[src/hw/rtl/spi_cds_pkg.sv]
// ----------------------------------------------------------------------------
// Serial clock divider search package
// Constants, codes and types shared by the divider search and its checker.
// ----------------------------------------------------------------------------
package spi_cds_pkg;

    localparam int unsigned BAUD_W     = 32;
    localparam int unsigned PRESCALE_W = 8;
    localparam int unsigned POSTDIV_W  = 9;
    localparam int unsigned ERR_W      = 2;
    localparam int unsigned CFG_IDX_W  = 1;
    localparam int unsigned CLK_SRC_W  = 3;

    localparam logic [BAUD_W-1:0]     XTAL_HZ        = 32'd12000000;
    localparam logic [BAUD_W-1:0]     CORE_CLK_RESET = 32'd125000000;
    localparam logic [PRESCALE_W-1:0] PRESCALE_MIN   = 8'd2;
    localparam logic [PRESCALE_W-1:0] PRESCALE_MAX   = 8'd254;
    localparam logic [POSTDIV_W-1:0]  POSTDIV_MIN    = 9'd1;
    localparam logic [POSTDIV_W-1:0]  POSTDIV_MAX    = 9'd256;

    localparam logic [CLK_SRC_W-1:0] CLK_SRC_CORE = 3'd0;
    localparam logic [CLK_SRC_W-1:0] CLK_SRC_XTAL = 3'd4;

    localparam logic [CFG_IDX_W-1:0] CFG_CLOCK_SOURCE = 1'b0;
    localparam logic [CFG_IDX_W-1:0] CFG_CORE_CLOCK   = 1'b1;

    typedef logic [ERR_W-1:0] t_err_code;

    localparam t_err_code ERR_NONE     = 2'd0;
    localparam t_err_code ERR_TOO_HIGH = 2'd1;
    localparam t_err_code ERR_TOO_LOW  = 2'd2;

endpackage

[src/hw/rtl/spi_clock_divider_search.sv]
// ----------------------------------------------------------------------------
// Serial clock divider search
// Finds the even prescaler and the post-divider that bring the peripheral
// clock to the highest serial bit rate not above a requested target.
// ----------------------------------------------------------------------------
// Channel   Direction  Handshake                  Payload
// input     in         i_in_valid / o_in_stall    i_target_baud
// result    out        o_out_valid / i_out_stall  o_prescale, o_postdiv,
//                                                 o_actual_baud, o_error_code
// config    in         i_cfg_valid / o_cfg_ready  i_cfg_index, i_cfg_data
//
// One transaction runs up to 127 prescaler trials and up to 256 post-divider
// trials, then a restoring divider for the resulting rate.
// A target above the clock skips the search and goes straight to the finish state.
// A new transaction is taken as soon as the result is in the output register.
// Reset is synchronous and restores the configuration registers.
// ----------------------------------------------------------------------------
module spi_clock_divider_search
    import spi_cds_pkg::*;
(
    input  logic                  i_clk,
    input  logic                  i_rst_n,
    input  logic                  i_in_valid,
    output logic                  o_in_stall,
    input  logic [BAUD_W-1:0]     i_target_baud,
    output logic                  o_out_valid,
    input  logic                  i_out_stall,
    output logic [PRESCALE_W-1:0] o_prescale,
    output logic [POSTDIV_W-1:0]  o_postdiv,
    output logic [BAUD_W-1:0]     o_actual_baud,
    output logic [ERR_W-1:0]      o_error_code,
    input  logic                  i_cfg_valid,
    output logic                  o_cfg_ready,
    input  logic [CFG_IDX_W-1:0]  i_cfg_index,
    input  logic [BAUD_W-1:0]     i_cfg_data
);

    typedef enum logic [2:0] {
        S_IDLE,
        S_PRE,
        S_POST_INIT,
        S_POST,
        S_DIV_INIT,
        S_DIV,
        S_FINISH
    } t_state;

    t_state                r_state, n_state;
    logic [CLK_SRC_W-1:0]  r_clk_src, n_clk_src;
    logic [BAUD_W-1:0]     r_core_clk, n_core_clk;
    logic [BAUD_W-1:0]     r_clk, n_clk;
    logic [BAUD_W-1:0]     r_tgt, n_tgt;
    logic [PRESCALE_W-1:0] r_p, n_p;
    logic [POSTDIV_W-1:0]  r_d, n_d;
    logic [39:0]           r_acc, n_acc;
    logic [39:0]           r_step, n_step;
    logic [47:0]           r_prod, n_prod;
    logic [15:0]           r_div, n_div;
    logic [BAUD_W-1:0]     r_quo, n_quo;
    logic [15:0]           r_rem, n_rem;
    logic [4:0]            r_cnt, n_cnt;
    t_err_code             r_err, n_err;
    logic                  r_out_valid, n_out_valid;
    logic [PRESCALE_W-1:0] r_o_p, n_o_p;
    logic [POSTDIV_W-1:0]  r_o_d, n_o_d;
    logic [BAUD_W-1:0]     r_o_rate, n_o_rate;
    t_err_code             r_o_err, n_o_err;

    logic [BAUD_W-1:0] w_peri_clk;
    logic [39:0]       w_tgt2;
    logic [39:0]       w_inc2;
    logic [16:0]       w_pd;
    logic [16:0]       w_rem_sh;
    logic              w_in_acc;

    always_comb begin
        case (r_clk_src)
            CLK_SRC_CORE: w_peri_clk = r_core_clk;
            CLK_SRC_XTAL: w_peri_clk = XTAL_HZ;
            default:      w_peri_clk = '0;
        endcase
    end

    assign w_in_acc = i_in_valid && (r_state == S_IDLE);
    assign w_tgt2   = {7'b0, r_tgt, 1'b0};
    assign w_inc2   = {6'b0, ({1'b0, r_tgt} + 33'd1), 1'b0};
    assign w_pd     = {9'b0, r_p} * {8'b0, r_d};
    assign w_rem_sh = {r_rem, r_quo[BAUD_W-1]};

    always_comb begin
        n_state     = r_state;
        n_clk_src   = r_clk_src;
        n_core_clk  = r_core_clk;
        n_clk       = r_clk;
        n_tgt       = r_tgt;
        n_p         = r_p;
        n_d         = r_d;
        n_acc       = r_acc;
        n_step      = r_step;
        n_prod      = r_prod;
        n_div       = r_div;
        n_quo       = r_quo;
        n_rem       = r_rem;
        n_cnt       = r_cnt;
        n_err       = r_err;
        n_out_valid = r_out_valid;
        n_o_p       = r_o_p;
        n_o_d       = r_o_d;
        n_o_rate    = r_o_rate;
        n_o_err     = r_o_err;

        if (i_cfg_valid) begin
            unique case (i_cfg_index)
                CFG_CLOCK_SOURCE: n_clk_src  = i_cfg_data[CLK_SRC_W-1:0];
                CFG_CORE_CLOCK:   n_core_clk = i_cfg_data;
                default: ;
            endcase
        end

        if (r_out_valid && !i_out_stall) begin
            n_out_valid = 1'b0;
        end

        unique case (r_state)
            S_IDLE: begin
                if (w_in_acc) begin
                    n_clk  = w_peri_clk;
                    n_tgt  = i_target_baud;
                    n_p    = PRESCALE_MIN;
                    n_acc  = {6'b0, i_target_baud, 2'b0};
                    n_step = {6'b0, ({1'b0, i_target_baud} + 33'd1), 1'b0};
                    if (i_target_baud > w_peri_clk) begin
                        n_err   = ERR_TOO_HIGH;
                        n_state = S_FINISH;
                    end else begin
                        n_err   = ERR_NONE;
                        n_state = S_PRE;
                    end
                end
            end
            S_PRE: begin
                if ({16'b0, r_clk[31:8]} < r_acc) begin
                    n_state = S_POST_INIT;
                end else if (r_p == PRESCALE_MAX) begin
                    n_err   = ERR_TOO_LOW;
                    n_state = S_FINISH;
                end else begin
                    n_p    = r_p + 8'd2;
                    n_acc  = r_acc + w_tgt2;
                    n_step = r_step + w_inc2;
                end
            end
            S_POST_INIT: begin
                n_prod  = {r_step, 8'b0} - {8'b0, r_step};
                n_d     = POSTDIV_MAX;
                n_state = S_POST;
            end
            S_POST: begin
                if (({16'b0, r_clk} >= r_prod) || (r_d == POSTDIV_MIN)) begin
                    n_state = S_DIV_INIT;
                end else begin
                    n_d    = r_d - 9'd1;
                    n_prod = r_prod - {8'b0, r_step};
                end
            end
            S_DIV_INIT: begin
                n_div   = w_pd[15:0];
                n_quo   = r_clk;
                n_rem   = '0;
                n_cnt   = '0;
                n_state = S_DIV;
            end
            S_DIV: begin
                if (w_rem_sh >= {1'b0, r_div}) begin
                    n_rem = 16'(w_rem_sh - {1'b0, r_div});
                    n_quo = {r_quo[BAUD_W-2:0], 1'b1};
                end else begin
                    n_rem = w_rem_sh[15:0];
                    n_quo = {r_quo[BAUD_W-2:0], 1'b0};
                end
                n_cnt = r_cnt + 5'd1;
                if (r_cnt == 5'd31) begin
                    n_state = S_FINISH;
                end
            end
            S_FINISH: begin
                if (!r_out_valid || !i_out_stall) begin
                    n_out_valid = 1'b1;
                    n_o_err     = r_err;
                    if (r_err == ERR_NONE) begin
                        n_o_p    = r_p;
                        n_o_d    = r_d;
                        n_o_rate = r_quo;
                    end else begin
                        n_o_p    = '0;
                        n_o_d    = '0;
                        n_o_rate = '0;
                    end
                    n_state = S_IDLE;
                end
            end
            default: n_state = S_IDLE;
        endcase
    end

    always_ff @(posedge i_clk) begin
        if (!i_rst_n) begin
            r_state     <= S_IDLE;
            r_clk_src   <= CLK_SRC_CORE;
            r_core_clk  <= CORE_CLK_RESET;
            r_out_valid <= 1'b0;
        end else begin
            r_state     <= n_state;
            r_clk_src   <= n_clk_src;
            r_core_clk  <= n_core_clk;
            r_out_valid <= n_out_valid;
        end
        r_clk    <= n_clk;
        r_tgt    <= n_tgt;
        r_p      <= n_p;
        r_d      <= n_d;
        r_acc    <= n_acc;
        r_step   <= n_step;
        r_prod   <= n_prod;
        r_div    <= n_div;
        r_quo    <= n_quo;
        r_rem    <= n_rem;
        r_cnt    <= n_cnt;
        r_err    <= n_err;
        r_o_p    <= n_o_p;
        r_o_d    <= n_o_d;
        r_o_rate <= n_o_rate;
        r_o_err  <= n_o_err;
    end

    assign o_in_stall    = (r_state != S_IDLE);
    assign o_out_valid   = r_out_valid;
    assign o_prescale    = r_o_p;
    assign o_postdiv     = r_o_d;
    assign o_actual_baud = r_o_rate;
    assign o_error_code  = r_o_err;
    assign o_cfg_ready   = 1'b1;

endmodule

[config.mk]
export PLATFORM = sky130hd
export DESIGN_NAME = spi_clock_divider_search
export DESIGN_NICKNAME = d
export VERILOG_FILES = /design/src/hw/rtl/spi_cds_pkg.sv /design/src/hw/rtl/spi_clock_divider_search.sv
export SDC_FILE = /design/constraint.sdc
export NUM_CORES = 1
export LEC_CHECK = 0
export BUFFER_PORTS_ARGS = -buffer_cell sky130_fd_sc_hd__buf_2
export CELL_PAD_IN_SITES_DETAIL_PLACEMENT = 1
export CELL_PAD_IN_SITES_GLOBAL_PLACEMENT = 1
export CORE_UTILIZATION = 45
export CTS_CLUSTER_DIAMETER = 200
export DETAILED_ROUTE_END_ITERATION = 10
export PLACE_DENSITY_LB_ADDON = 0.1
export SLEW_MARGIN = 40
export SYNTH_ARGS = -nofsm -noshare
export SYNTH_HDL_FRONTEND = slang
export SYNTH_SLANG_ARGS = --single-unit
[constraint.sdc]
create_clock -name i_clk -period 7.95 [get_ports i_clk]
set_input_delay 0.3975 -clock i_clk [delete_from_list [all_inputs] [get_ports i_clk]]
set_output_delay 0.3975 -clock i_clk [all_outputs]
set_load 0.05 [all_outputs]
==> impl_metrics.ini <==
[timing]
fin_skew_ns = 0.02344
finalSetupViolCount = 0
hold_viol = 0
max_freq_ghz = 0.1977
drv_slew = 0
fin_crit_sh_pct = 63.63
worst_slew_pin_slew_ns = 0.7938
layout_min_cycle_time_ns = 5.058
fin_setup_tns_ns = 0
grt_setup_unrepaired = false
slew_headroom_pct = 47.08
hold_ws_ns = 0.02289

[floorplan]
die_area_um2 = 57710
die_height_um = 240.2
die_w_um = 240.2
io_pins = 124
rows = 86
start_util_pct = 45.91
coreArea_um2 = 55630

[flow_run]
cap_violations = 0

[clock_network]
clock-sinks = 364
cts_buffers = 45
cts_tree = done
clkTransAtPathRegs_ns = 0.06
clk-insertion-delay-late_ns = 0.60
cts_setup_buffers = 0
clockBufferDepth = 3
htreeDepth = 2
cts_root_buffer = clkbuf_16

[finish]
area_growth_pct = 11.71
drive_above_1_share_pct = 9.493
multi_input_area_um2 = 13890
nets = 3101
fin_util_pct = 51.28
diodes = 0
n_fill_cell = 6283
seq_area_um2 = 10540

[setup_path]
crit_chain = and2_1 > fa_1 > inv_1 > fa_1 > inv_1 > fa_1 > inv_1 > fa_1 > inv_1 > ha_1 > inv_1 > o21bai_1 > a21oi_1 > nor2b_1 > o21a_1 > nor3_1 > nor2_1 > o41a_1 > xnor2_1
slowest_delay_ns = 0.60
startpoint_type = register
endpoint_kind = register
crit_path_frequent_cell = inv_1
path_buf_inv = 5
crit_family = adder cells
crit_start = r_p[3]$_SDFFCE_PN0P_
arrival_ns = 5.37
rr_startpoint = r_p[3]$_SDFFCE_PN0P_
required_ns = 8.26
path_max_fanout = 14
critPathKind = register to register
cp_slowest_cell = edfxtp_1

[synth]
synth_area_per_cell_um2 = 9.718
netlist_instances = 2628
yosys_warnings = 0
synth_enable_flop_cells = 325
synth_fp_nets = 2984
synth_top_area_share_pct = 38.21
ys_ff_latch = 364
synth_area_leaders = edfxtp_1, ha_1, xnor2_1
synth_flop_cell = edfxtp_1
netlist_area_um2 = 25540
synth_cell_type_count = 76
yosysSeqAreaShare_pct = 41.27
synth_top_area_cell = edfxtp_1
synthArstFlopShare_pct = 0

[global_route]
grt_util_met1_pct = 35.05
grtUsageTotal_pct = 26.93
grt_pass1_wl_um = 119500
grt_busiest_layer = met2
grt_start_max_net_pins = 75
grt_util_met2_pct = 46.21
grt_overflow_total = 0
grt_pass1_vias = 21110
antenna_found_initial = 0
grt_util_met3_pct = 3.238

[worst_hold_path]
hold_class = input port to register
min_from = i_cfg_data[8]

[routing]
firstDrtPassIters = 5
wire_per_inst_um = 21.59
drtIter0Drc = 1031
wl_um = 76200
route.detailed.drc = 0
postRouteAntennaNets = 0
vias_per_cell = 5.604
num_vias = 19780

[placed_design]
place_hpwl_um = 58910
port_buffers = 121
gp_congestion = 0.8940

[run_status]
status = finished, final reports clean

[power]
leakagePower_nw = 12.29
peakVddDrop_mv = 0.3228
power.density_nw_per_um2 = 470.7
[layout by cell type (no fill, tap or decap), types with 6 or more instances in the layout]
cell / instances
buf_2: 121
xor2_1: 69
a21oi_1: 151
nor3b_1: 8
mux2_2: 32
mux2i_1: 24
nor2_1: 144
dlygate4sd3_1: 11
inv_1: 229
buf_4: 12
o211ai_1: 9
or3_1: 8
o21ai_1: 47
and2_1: 107
xnor2_1: 135
nor2b_1: 24
nand2_1: 308
a31oi_1: 17
nand2b_1: 18
fa_1: 37
dfxtp_1: 39
clkbuf_16: 46
nor4_1: 17
clkbuf_1: 12
nor3_1: 30
a21o_1: 93
a211oi_1: 12
ha_1: 249
nand4_1: 34
clkinv_2: 9
o21bai_1: 13
and4_1: 14
o31a_1: 6
edfxtp_1: 325
and3_1: 36
o21ai_0: 127
o21a_1: 22
nand3_1: 70
[worst paths after layout]
check / endpoint / slack [ns] / cells after the start
setup / recovery: r_div[15]$_DFFE_PP_ / 2.89 / 19
hold / removal: r_core_clk[8]$_SDFFE_PN1P_ / 0.02 / 3
setup reg to reg: r_div[15]$_DFFE_PP_ / 2.89 / 19
hold reg to reg: r_core_clk[18]$_SDFFE_PN0P_ / 0.46 / 2
[synth_stat cells (14+ instances only)]
cell / count
edfxtp_1: 325
nor3_1: 32
nor4_1: 18
nand2_1: 311
ha_1: 249
clkbuf_1: 68
a21o_1: 93
fa_1: 37
o21a_1: 22
inv_1: 230
dfxtp_1: 39
nand3_1: 70
a21oi_1: 152
nand4_1: 34
nand2b_1: 18
and4_1: 14
nor2_1: 145
mux2_2: 32
o21ai_0: 129
and2_1: 108
a31oi_1: 17
mux2i_1: 24
nor2b_1: 25
and3_1: 36
o21ai_1: 47
xnor2_1: 135
xor2_1: 69
[where the power goes]
part,internal (W),switching [W],total (W)
clock network,0.00111,0.000862,0.00197
registers,0.00316,0.000580,0.00374
logic,0.00317,0.00455,0.00772
total,0.00744,0.00599,0.0134
[per-layer routing]
layer | vias up | routed length (µm)
met5 | - | 0
met4 | 0 | 2528
met3 | 114 | 2338
met2 | 301 | 36890
met1 | 9836 | 34440
li1 | 9527 | -
[area by class of cell]
| type | count | area share (%) |
|---|---|---|
| sequential | 364 | 36.94 |
| timing repair buffer | 150 | 3.144 |
| clock buffer | 63 | 4.412 |
| inverter | 233 | 3.066 |
| clock inverter | 20 | 0.4561 |
| tap | 748 | 3.280 |
| multi-input combinational | 1951 | 48.70 |
[repair_timing]
item / in CTS / in global routing
hold buffers: 11 / 0
resized for setup: 0 / 0
endpoints found under the hold margin: 11 / 0
[per-stage QoR]
stage	std cells	power [W]	setup slack [ns]	instance area (µm²)
global route	3529	0.01457	2.527	28530
detailed placement	3435	0.01144	2.906	27020
CTS	3529	0.01352	2.893	28520
global placement	3431	0.01114	2.976	26940
finish	3529	0.01343	2.892	28530
floorplan	2628	0.009318	2.204	25540
[state kept, by name, summed over array words and instances, names as in the netlist]
signal and cells:
r_core_clk 32, r_div 15, r_err 2, r_step 39
r_quo 32, r_prod 47, r_acc 39, r_p 7
r_clk_src 3, o_postdiv 9, r_cnt 5, r_tgt 32
o_prescale 7, r_rem 16, o_error_code 2, o_out_valid 1
r_d 9, o_actual_baud 32, r_state 3, r_clk 32
[worst min-delay path: cells and delay by family]
kind	cells	cell delay [ns]
and+or+nand+nor	2	0.11
buffers and inverters	1	0.07
[kinds of logic (layout without fill, tap and decap cells)]
| group | after synthesis | in the layout | share of synthesized area, % |
|---|---|---|---|
| multiplexers | 56 | 56 | 2.352 |
| flip-flops | 364 | 364 | 41.27 |
| adder cells (fa/ha/maj) | 286 | 286 | 15.10 |
| XOR/XNOR | 204 | 204 | 6.996 |
| AND/OR/NAND/NOR | 844 | 844 | 16.03 |
| buffers and inverters | 313 | 466 | 4.639 |
| AO/OA/AOI/OAI | 559 | 559 | 13.58 |
| other | 2 | 2 | 0.02941 |
No activity file was read; power rests on OpenSTA's default activity.
